## src/hw/rtl/tccs_pkg.sv

```systemverilog
package tccs_pkg;

   // Request kinds
   localparam logic REQ_PUT  = 1'b0;
   localparam logic REQ_READ = 1'b1;

   // Port field widths
   localparam int CODE_W  = 8;
   localparam int COLOR_W = 8;
   localparam int CELL_W  = 16;
   localparam int PROW_W  = 5;
   localparam int PCOL_W  = 7;

   // Control codes
   localparam logic [CODE_W-1:0] CODE_NEWLINE   = 8'd10;
   localparam logic [CODE_W-1:0] CODE_RETURN    = 8'd13;
   localparam logic [CODE_W-1:0] CODE_BACKSPACE = 8'd8;
   localparam logic [CODE_W-1:0] CODE_SPACE     = 8'd32;

   // Cell seen after reset: space, light green on black
   localparam logic [COLOR_W-1:0] RESET_COLOR = 8'h0A;
   localparam logic [CELL_W-1:0]  RESET_CELL  = {RESET_COLOR, CODE_SPACE};

   typedef logic [CELL_W-1:0] cell_type;

endpackage

```

## src/hw/rtl/tccs_addr_map.sv

```systemverilog
module tccs_addr_map #(
   parameter int ROWS    = 25,
   parameter int COLUMNS = 80,
   parameter int RW      = 5,
   parameter int CW      = 7,
   parameter int AW      = 11
) (
   input  logic [RW-1:0] top_row,
   input  logic [RW-1:0] row,
   input  logic [CW-1:0] col,
   output logic [AW-1:0] addr
);
   import tccs_pkg::*;

   localparam logic [RW:0]   ROWS_X = (RW+1)'(ROWS);
   localparam logic [AW-1:0] COLS_A = AW'(COLUMNS);

   logic [RW:0]   row_sum;
   logic [RW-1:0] phys_row;

   // Rotate the logical row by the top-of-screen pointer
   always_comb begin
      row_sum = {1'b0, top_row} + {1'b0, row};
      if (row_sum >= ROWS_X) begin
         row_sum = row_sum - ROWS_X;
      end
      phys_row = row_sum[RW-1:0];
   end

   // Row-major cell address
   assign addr = AW'(phys_row) * COLS_A + AW'(col);

endmodule

```

## config.mk

```make
export PLATFORM = sky130hd
export DESIGN_NAME = tccs_addr_map
export DESIGN_NICKNAME = d
export VERILOG_FILES = /design/src/hw/rtl/tccs_pkg.sv /design/src/hw/rtl/tccs_addr_map.sv
export SDC_FILE = /design/constraint.sdc
export NUM_CORES = 1
export LEC_CHECK = 0
export ABC_AREA = 1
export BUFFER_PORTS_ARGS = -buffer_cell sky130_fd_sc_hd__buf_2
export CAP_MARGIN = 20
export CORE_UTILIZATION = 35
export DETAILED_ROUTE_END_ITERATION = 8
export PLACE_DENSITY = 0.63
export SETUP_SLACK_MARGIN = 0.3
export SYNTH_ARGS = -nofsm -noshare
export SYNTH_HDL_FRONTEND = slang
export SYNTH_SLANG_ARGS = --single-unit
```

## constraint.sdc

```tcl
create_clock -name vclk -period 4.04
set_input_delay 0.404 -clock vclk [all_inputs]
set_output_delay 0.404 -clock vclk [all_outputs]
set_load 0.01 [all_outputs]
```

* Word level (Yosys, flattened, before mapping)
Index checks and enable logic that the tools add are counted.
** Storage, ports and cells
- Register bits :: 0
- Bits of input ports :: 17
- Output and inout bits :: 11
- Word-level logic and storage cells :: 6
** Operators by class
- Add/subtract/negate cells :: 3
- $mul :: 1
- Magnitude comparators :: 1
- Multiplexer cells :: 1
** Operators with widths (count)
- $add A11 B7 Y11 :: 1
- $mul A5 B3 Y7 const B :: 1
- $add A5 B5 Y6 :: 1
- $ge A6 B5 Y1 const B :: 1
- $mux W5 :: 1
- $sub A5 B5 Y5 const B :: 1

* Longest topological paths before layout
Gate-level depths: netlist (run 1).
- Depth in word-level cells :: 5
- Depth in mapped cells :: 20

* Worst setup path before layout (run 1)
No wires, ideal clock.
- Path kind :: input port to output port
- From :: input top_row[0]
- To :: output addr[10]
- Data arrival time :: 3476 ps
- Required time :: 3636 ps
- Setup slack :: 160 ps
- Cell stages on the path :: 17
- Cells stage by stage :: ha_1 -> fa_1 -> inv_1 -> ha_1 -> nand3b_1 -> nand3_2 -> nand2_4 -> o21ai_1 -> ha_1 -> ha_1 -> fa_1 -> xor2_1 -> nand3_1 -> xnor2_1 -> inv_1 -> nand3_1 -> nand2_1
** On the way
- Word-level cells in the longest chain between the ends :: 5
- Elaborated cells between the ends (all ways) :: 6
- Classes of those cells :: add/sub: 3; mul: 1; order compare: 1; mux: 1
** RTL lines
- from (decl) :: RTL line tccs_addr_map.sv:8 : input logic [RW-1:0] top_row,
- $add A5 B5 Y6 (*) :: RTL line tccs_addr_map.sv:23 : row_sum = {1'b0, top_row} + {1'b0, row};
- $sub A5 B5 Y5 / $ge A6 B5 Y1 (equally long branches) :: RTL line tccs_addr_map.sv:25, tccs_addr_map.sv:24
- $mux W5 (*) :: RTL line tccs_addr_map.sv:24 : if (row_sum >= ROWS_X) begin
- $mul A5 B3 Y7 (*) :: RTL line tccs_addr_map.sv:31 : assign addr = AW'(phys_row) * COLS_A + AW'(col);
- $add A11 B7 Y11 (*) :: RTL line tccs_addr_map.sv:31
- to (decl) :: RTL line tccs_addr_map.sv:11 : output logic [AW-1:0] addr
Mark *: on every way between the ends. The rest lies on a longest branch, timed or not.

* Worst setup path in the final report (run 1)
- From :: input row[0]
- To :: output addr[10]
** On the way
- Word-level cells in the longest chain between the ends :: 5
- Elaborated cells between the ends (all ways) :: 6
- Classes of those cells :: add/sub: 3; mul: 1; order compare: 1; mux: 1
** RTL lines
- from (decl) :: RTL line tccs_addr_map.sv:9 : input logic [RW-1:0] row,
- $add A5 B5 Y6 (*) :: RTL line tccs_addr_map.sv:23
- $sub A5 B5 Y5 / $ge A6 B5 Y1 (equally long branches) :: RTL line tccs_addr_map.sv:25, tccs_addr_map.sv:24
- $mux W5 (*) :: RTL line tccs_addr_map.sv:24
- $mul A5 B3 Y7 (*) :: RTL line tccs_addr_map.sv:31
- $add A11 B7 Y11 (*) :: RTL line tccs_addr_map.sv:31
Marks and branches as above.

==> out/metrics.cfg, run 1 <==
[outcome]
outcome = finished clean

[routing]
wl_per_cell_um = 9.642
initialDrtViolationCount = 5
wirelength_um = 1427
vias_per_cell = 4.507
met2_length_um = 730
top_layer_used = met4
drc = 0
vias = 667
firstDrtPassIters = 3
wl_met1_um = 640
drtAntennaViolNets = 0
wl_met3_um = 38

[setup_path]
path_class = in -> out
crit_path_start_kind = input pin
cp-startpoint = row[0]
worstPathMaxFanout = 6
crit_required_ns = 3.64
end_kind = output pin
cp.arrival_ns = 3.52

[die]
rows = 15
die_w_um = 46.18
die_h_um = 46.18
dieArea_um2 = 2133
io_pins = 28
start_util_pct = 38.32
core_area_um2 = 1783

[power]
vdd.ir_drop.worst_v = 0.0006652
power.leakage_uw = 0.0005340
powerDensity_nw_per_um2 = 570.0

[timing]
setup_viol = 0
worst_pin_slew_ns = 0.2130
min_period_ns = 3.921
rsz0062_at_grt = yes
finalHoldViolCount = 0
hold_ws_ns = 0.8080
max_freq_mhz = 255.0
relSlewSlack_pct = 85.75
fin_crit_sh_pct = 97.07
finalMaxSlewViolations = 0

[final_layout]
multi_input_area_um2 = 739.5
flops_and_latches = 0
final_cell_area_um2 = 1025
final_nets = 161
area_delta_synth_final_pct = 50.00
regArea_um2 = 0
final_cells = 148
n_fill_cell = 160
nClkBuffers = 0
drive_above_1_share_pct = 47.97
n_antenna_cell = 0

[hold_path]
min_path_type = in -> out
hold_start = col[0]

[global_route]
grt_pass1_vias = 613
grt_first_pass_wirelength_um = 2442
antenna_found_initial = 0
grt_overflow = 0
grt_max_degree = 7
grt_use_total_pct = 14.88

[clock_network]
holdBufCountCts = 0

[yosys]
syn_area_per_cell_um2 = 7.191
ys_warn_count = 0
yosysSeqAreaShare_pct = 0
synth_area_um2 = 683.2
syn-num-nets = 131
synth.distinct_cells = 20
syn-instance-count = 95

[placed_design]
numPlacedInstances = 146
hpwlAfterDp_um = 1228
globalplace.congestion = 0.7978
portBuffers = 20
placed_area_um2 = 893.4

[run]
drv_cap = 0

==> layer usage <==
| layer | track usage [%] | vias up |
|---|---|---|
| li1 | - | 363 |
| met1 | 20.56 | 291 |
| met2 | 25.92 | 11 |
| met3 | 0 | 2 |
| met4 | 2.941 | 0 |
| met5 | 0 | - |
==> critical path, cell delays in order <==
cell and delay (ns):
buf_6 0.10, ha_4 0.15, fa_1 0.52, inv_2 0.07, ha_4 0.15, nand3b_1 0.10, nand3_2 0.09, nand2_4 0.13
nand2_4 0.07, xnor2_4 0.13, ha_1 0.31, ha_2 0.19, fa_2 0.36, xor2_2 0.18, nand3_2 0.12, xnor2_2 0.18
inv_1 0.06, nand3_2 0.06, nand2_2 0.05, buf_6 0.11
==> logic make-up (layout without fill, tap and decap cells) <==
family                     Yosys count  in the layout  synth area share, %
buffers and inverters               16             44                10.99
xor gates and xnor gates            10             10                12.82
and+or+nand+nor                     42             42                31.14
adders and majority gates           19             19                38.10
AOI/OAI and AO/OA                    8              8                6.960
==> cells in the final DEF (no fill, tap or decap) <==
master,n
nand2_2,4
a31oi_4,1
nand3_1,9
nand2_1,19
ha_2,1
ha_4,3
xor2_1,5
fa_1,2
nand2_4,2
xor2_2,2
xnor2_1,1
buf_4,12
o21bai_1,1
buf_6,3
xnor2_4,1
nor3b_2,1
o21ai_2,1
fa_2,1
nand3b_1,1
nand3_2,5
a21oi_1,3
buf_2,17
a21oi_2,2
ha_1,12
nor2_1,1
inv_1,10
xnor2_2,1
inv_2,2
==> synth_stat cells <==
master    number  area [um2]
nor2_1         1       3.750
inv_2          1       3.750
nand3_2        3       30.03
a21oi_1        4       20.02
a31oi_1        1       6.260
inv_1         11       41.29
xor2_1         7       61.31
o21bai_1       1       7.510
fa_1           3       60.06
nand2_4        1       11.26
o21ai_1        1       5.000
a21oi_2        1       8.760
nand3b_1       1       7.510
xnor2_1        3       26.28
nand3_1       11       55.05
nand2_1       21       78.83
nor3b_1        1       7.510
nand2_2        3       18.77
buf_4          4       30.03
ha_1          16       200.2
==> power by group <==
part	switching [uW]	leakage (uW)	internal, uW	total, uW
clock	0	0	0	0
sequential	0	0	0	0
combinational	295	0.000534	289	584
total	295	0.000534	289	584
==> path summary, 6_finish.rpt <==
kind / slack [ns] / endpoint / depth (start not counted)
max: 0.12 / addr[10] / 20
min: 0.81 / addr[0] / 0
==> per-stage QoR <==
step / power, uW / TNS, ns / util [%] / setup WS, ns
2_1_floorplan: 328.1 / 0 / - / 0.3017
3_3_place_gp: 496.5 / 0 / 50.11 / 0.02130
3_5_place_dp: 500.9 / -0.03852 / 50.11 / -0.03852
4_1_cts: 556.4 / 0 / 54.88 / 0.09910
5_1_grt: 643.0 / -0.04703 / 57.47 / -0.04703
6_report: 584.1 / 0 / 57.47 / 0.1185
==> layout make-up <==
type,count,share of cell area (%)
inverter,12,4.396
multi-input combinational,79,72.16
tap,25,3.053
timing repair buffer,32,20.39
==> repair_timing <==
action / 4_1_cts / 5_1_grt
pin swaps: 15 / 9
endpoints found under the setup margin: 4 / 4
buffers inserted: 2 / 0
gates resized for setup: 11 / 6
Power figures use the tool's default switching activity.
==> run 2, diff against run 1 <==
--- a/config.mk
+++ b/config.mk
@@ -7,7 +7,6 @@
 export LEC_CHECK = 0
 export ABC_AREA = 1
 export BUFFER_PORTS_ARGS = -buffer_cell sky130_fd_sc_hd__buf_2
-export CAP_MARGIN = 20
 export CORE_UTILIZATION = 35
 export DETAILED_ROUTE_END_ITERATION = 8
 export PLACE_DENSITY = 0.63
==> constraint.sdc (replaced) <==
create_clock -name vclk -period 4.04
set_input_delay 0.404 -clock vclk [all_inputs]
set_output_delay 0.404 -clock vclk [all_outputs]
set_load 0.02 [all_outputs]
==> out/metrics.cfg, run 2 (synthesis gave the netlist of run 1 again) <==
[power]
seqPwrFrac_pct = 0  ; about the same
powerDensity_nw_per_um2 = 712.1  ; was 570.0 nW/um2
p_int_uw = 404.5  ; was 289.5 uW
switchingPower_uw = 395.6  ; was 294.7 uW
combPwrFrac_pct = 100.0  ; about the same
p_sw_share_pct = 49.44  ; was 50.45%
power.leakage_uw = 0.0005646  ; was 0.0005340 uW
pwr-share-clk_pct = 0  ; about the same
vdd.ir_drop.worst_v = 0.0006268  ; was 0.0006652 V

[setup_path]
critPathBufInv = 4  ; unchanged
path_class = in -> out  ; unchanged
critical_path_cell_count = 19  ; was 20
slowest_delay_ns = 0.57  ; was 0.52 ns
worstPathMaxFanout = 6  ; unchanged
slowest_stage = fa_2  ; was fa_1
crit_chain = buf_6 -> ha_4 -> fa_1 -> inv_2 -> ha_4 -> nand3b_1 -> nand3_2 -> nand2_4 -> nand2_4 -> xnor2_2 -> ha_1 -> ha_4 -> fa_2 -> nand3_2 -> xnor2_2 -> inv_1 -> nand3_2 -> nand2_2 -> buf_6  ; was buf_6 -> ha_4 -> fa_1 -> inv_2 -> ha_4 -> nand3b_1 -> nand3_2 -> nand2_4 -> nand2_4 -> xnor2_4 -> ha_1 -> ha_2 -> fa_2 -> xor2_2 -> nand3_2 -> xnor2_2 -> inv_1 -> nand3_2 -> nand2_2 -> buf_6
end_kind = output pin  ; unchanged
cp.arrival_ns = 3.48  ; was 3.52 ns
cp_top_family = adder cells  ; unchanged
crit_path_start_kind = input pin  ; unchanged
crit_required_ns = 3.64  ; about the same

[die]
core_area_um2 = 1783  ; unchanged
rows = 15  ; unchanged
die_w_um = 46.18  ; unchanged
start_util_pct = 38.32  ; unchanged
die_h_um = 46.18  ; unchanged
io_pins = 28  ; unchanged
dieArea_um2 = 2133  ; unchanged

[placed_design]
placed_area_um2 = 903.4  ; was 893.4 um2
globalplace.congestion = 0.7518  ; was 0.7978
portBuffers = 20  ; unchanged
hpwlAfterDp_um = 1129  ; was 1228 um

[final_layout]
n_antenna_cell = 0  ; unchanged
regArea_um2 = 0  ; unchanged
n_fill_cell = 159  ; was 160
flops_and_latches = 0  ; unchanged
final_cell_mix = 17 x nand2_1, 16 x buf_4, 14 x buf_2, 10 x inv_1  ; was 19 x nand2_1, 17 x buf_2, 12 x ha_1, 12 x buf_4, 10 x inv_1
drive_above_1_share_pct = 53.97  ; was 47.97%
final_common_cell = nand2_1  ; unchanged
final_cell_area_um2 = 1124  ; was 1025 um2
nClkBuffers = 0  ; unchanged
area_delta_synth_final_pct = 64.47  ; was 50.00%
final_nets = 164  ; was 161

[timing]
tns_ns = 0  ; unchanged
worst_pin_slew_ns = 0.2239  ; was 0.2130 ns
max_freq_mhz = 257.3  ; was 255.0 MHz
finalHoldViolCount = 0  ; unchanged
setup_viol = 0  ; unchanged
fin_crit_sh_pct = 96.19  ; was 97.07%
min_period_ns = 3.886  ; was 3.921 ns
finalMaxSlewViolations = 0  ; unchanged
relSlewSlack_pct = 85.02  ; was 85.75%
rsz0062_at_grt = yes  ; unchanged
hold_ws_ns = 0.8080  ; about the same

[clock_network]
holdBufCountCts = 0  ; unchanged

[global_route]
grt_overflow = 0  ; unchanged
grt_max_degree = 7  ; unchanged
grt_use_total_pct = 14.98  ; was 14.88%
grt_pass1_vias = 611  ; was 613
antenna_found_initial = 0  ; unchanged
grt_first_pass_wirelength_um = 2435  ; was 2442 um

[routing]
drc = 0  ; unchanged
vias = 702  ; was 667
drtAntennaViolNets = 0  ; unchanged
initialDrtViolationCount = 3  ; was 5
wl_per_cell_um = 10.09  ; was 9.642 um
firstDrtPassIters = 4  ; was 3
vias_per_cell = 4.649  ; was 4.507
wirelength_um = 1524  ; was 1427 um

[outcome]
outcome = finished clean  ; unchanged

[hold_path]
min_path_type = in -> out  ; unchanged
hold_depth = 0  ; unchanged

[run]
drv_cap = 0  ; unchanged

[run 2: timing repair]
action,in CTS,in global routing
setup endpoints to repair,4,4
pin swaps,15,2
buffers inserted,5,2
resized for setup,24,4
[run 2: per-layer routing]
metal  track usage [%]  vias up  routed length (um)
met5                 0        -                   0
met4            0.5882        0                   0
met3            0.3922        0                  36
met2             26.76       13                 796
met1             20.84      316                 690
li1                  -      373                   -
[run 2: path summary, 6_finish.rpt]
kind	start	to	slack, ns
worst min-delay path	col[0]	addr[0]	0.81
worst max-delay path	row[0]	addr[10]	0.15
[run 2: cell type report]
cell class,count,area (um2),area share (%)
repair buffers,35,246.5,21.94
inverters,12,45.04,4.009
multi-input cells,79,800.8,71.27
well taps,25,31.28,2.784
[run 2: power groups by stage]
stage                     combinational, uW  clock [uW]  sequential (uW)
after floorplan                         407           0                0
after global placement                  567           0                0
after detailed placement                577           0                0
after CTS                               744           0                0
after global routing                    866           0                0
final                                   800           0                0
[run 2: stage by stage]
stage          cells  worst slack [ns]  util [%]  total power [uW]
3_5_place_dp     144          0.003560     50.67             577.4
2_1_floorplan     95            0.3016         -             406.9
6_report         151            0.1540     63.02             800.1
5_1_grt          151           0.03888     63.02             865.8
4_1_cts          149            0.1686     60.77             744.3
3_3_place_gp     144          0.006544     50.67             567.2
==> run 3, diff against run 2 <==
==> constraint.sdc (replaced) <==
create_clock -name vclk -period 4.04
set_input_delay 0.606 -clock vclk [all_inputs]
set_output_delay 0.606 -clock vclk [all_outputs]
set_load 0.02 [all_outputs]
==> out/metrics.cfg, run 3 (synthesis gave the netlist of run 1 again) <==
[outcome]
outcome = complete, but fails checks  ; was finished clean
violations = setup timing

[die]
start_util_pct = 38.32  ; unchanged
die_w_um = 46.18  ; unchanged
core_area_um2 = 1783  ; unchanged
dieArea_um2 = 2133  ; unchanged
die_h_um = 46.18  ; unchanged
io_pins = 28  ; unchanged
rows = 15  ; unchanged

[routing]
wl_met1_um = 968  ; was 690 um
wirelength_um = 2253  ; was 1524 um
firstDrtPassIters = 6  ; was 4
vias_per_cell = 4.843  ; was 4.649
drc = 0  ; unchanged
wl_per_cell_um = 13.57  ; was 10.09 um
drtAntennaViolNets = 0  ; unchanged
wl_met3_um = 65  ; was 36 um
initialDrtViolationCount = 9  ; was 3
top_layer_used = met4  ; was met3
vias = 804  ; was 702
met2_length_um = 1172  ; was 796 um

[timing]
finalMaxSlewViolations = 0  ; unchanged
fin_crit_sh_pct = 110.3  ; was 96.19%
finalHoldViolCount = 0  ; unchanged
relSlewSlack_pct = 83.82  ; was 85.02%
setup_viol = 4  ; was 0
rsz0062_at_grt = yes  ; unchanged
max_freq_mhz = 224.4  ; was 257.3 MHz
min_period_ns = 4.456  ; was 3.886 ns
worst_pin_slew_ns = 0.2427  ; was 0.2239 ns
setup_ws_ns = -0.4157  ; was 0.1540 ns

[global_route]
grt_use_total_pct = 15.86  ; was 14.98%
grt_first_pass_wirelength_um = 2587  ; was 2435 um
grt_max_degree = 7  ; unchanged
grt_overflow = 0  ; unchanged
antenna_found_initial = 0  ; unchanged
grt_pass1_vias = 645  ; was 611

[placed_design]
placed_area_um2 = 1076  ; was 903.4 um2
portBuffers = 20  ; unchanged
globalplace.congestion = 0.7560  ; was 0.7518
numPlacedInstances = 162  ; was 144
hpwlAfterDp_um = 1318  ; was 1129 um

[setup_path]
crit_path_start_kind = input pin  ; unchanged
crit_required_ns = 3.43  ; was 3.64 ns
cp_top_family = adder cells  ; unchanged
worstPathMaxFanout = 6  ; unchanged
end_kind = output pin  ; unchanged
slowest_delay_ns = 0.47  ; was 0.57 ns
slowest_stage = fa_1  ; was fa_2
critPathBufInv = 4  ; unchanged
cp.arrival_ns = 3.85  ; was 3.48 ns
path_class = in -> out  ; unchanged
path_common_cell = ha_4
crit_chain = buf_6 -> ha_4 -> fa_1 -> inv_2 -> ha_4 -> nand3b_1 -> nand3_2 -> nand2_4 -> nand2_4 -> xnor2_2 -> ha_4 -> ha_4 -> fa_2 -> xor2_2 -> nand3_2 -> xnor2_2 -> inv_1 -> nand3_2 -> nand2_2 -> buf_6  ; was buf_6 -> ha_4 -> fa_1 -> inv_2 -> ha_4 -> nand3b_1 -> nand3_2 -> nand2_4 -> nand2_4 -> xnor2_2 -> ha_1 -> ha_4 -> fa_2 -> nand3_2 -> xnor2_2 -> inv_1 -> nand3_2 -> nand2_2 -> buf_6

[final_layout]
regArea_um2 = 0  ; unchanged
flops_and_latches = 0  ; unchanged
final_cell_mix = 26 x buf_4, 16 x nand2_1, 12 x buf_2, 12 x buf_6  ; was 17 x nand2_1, 16 x buf_4, 14 x buf_2, 10 x inv_1
final_common_cell = buf_4  ; was nand2_1
final_util_pct = 75.65  ; was 63.02%
n_fill_cell = 127  ; was 159
final_cells = 166  ; was 151
area_delta_synth_final_pct = 97.44  ; was 64.47%
nClkBuffers = 0  ; unchanged
drive_above_1_share_pct = 64.54  ; was 53.97%
n_antenna_cell = 0  ; unchanged
final_nets = 179  ; was 164
final_cell_area_um2 = 1349  ; was 1124 um2

[power]
power.leakage_uw = 0.0006522  ; was 0.0005646 uW
vdd.ir_drop.worst_v = 0.0007816  ; was 0.0006268 V
powerDensity_nw_per_um2 = 695.1  ; was 712.1 nW/um2

[clock_network]
holdBufCountCts = 0  ; unchanged

[hold_path]
hold_start = col[0]  ; unchanged
whs_endpoint = addr[0]  ; unchanged
min_path_type = in -> out  ; unchanged
hold_depth = 0  ; unchanged

[run]
drv_cap = 0  ; unchanged

## run 3: changes by cell type in the layout (fill, tap and decap cells not counted), moves of 3 or more
cell,before,now
buf_4,16,26
xor2_1,4,1
buf_6,5,12
ha_4,6,9
## run 3: how the worst max path moves through the flow
stage | start | end | slack (ns) | cells past startpoint
floorplan | top_row[0] | addr[10] | -0.09 | 18
finish | top_row[0] | addr[10] | -0.42 | 20
global route | top_row[0] | addr[10] | -0.60 | 20
CTS | row[0] | addr[10] | -0.31 | 19
detailed placement | top_row[0] | addr[10] | -0.41 | 19
global placement | top_row[0] | addr[10] | -0.35 | 19
## run 3: where the power goes
part	switching [uW]	total, uW	internal, uW
logic	458	938	479
clock network	0	0	0
registers	0	0	0
## run 3: final cells by class
type	count	area, um2	share of cell area (%)
inverters	12	47.55	3.525
multi-input cells	79	879.6	65.21
well taps	25	31.28	2.319
repair buffers	50	390.4	28.94
## run 3: metrics by stage
stage | total power (uW) | setup TNS [ns] | setup WS, ns | hold slack [ns]
finish | 937.6 | -1.159 | -0.4157 | 1.212
global route | 1006 | -1.684 | -0.6015 | 1.212
CTS | 786.6 | -0.8801 | -0.3096 | 1.212
detailed placement | 676.1 | -1.125 | -0.4121 | 1.212
global placement | 660.5 | -0.8561 | -0.3474 | 1.212
floorplan | 442.3 | -0.1533 | -0.08686 | 1.325
## run 3: what timing repair did
action / 4_1_cts / 5_1_grt
setup endpoints to repair: 5 / 6
pin swaps: 14 / 17
resized for setup: 22 / 23
buffers inserted: 3 / 1
endpoints found under the hold margin: 0 / 0
## run 3: per-layer routing
metal  up-vias  track usage [%]
li1        400                -
met1       377            21.55
met2        21            28.73
met3         6           0.3922
met4         0            1.176
met5         -                0
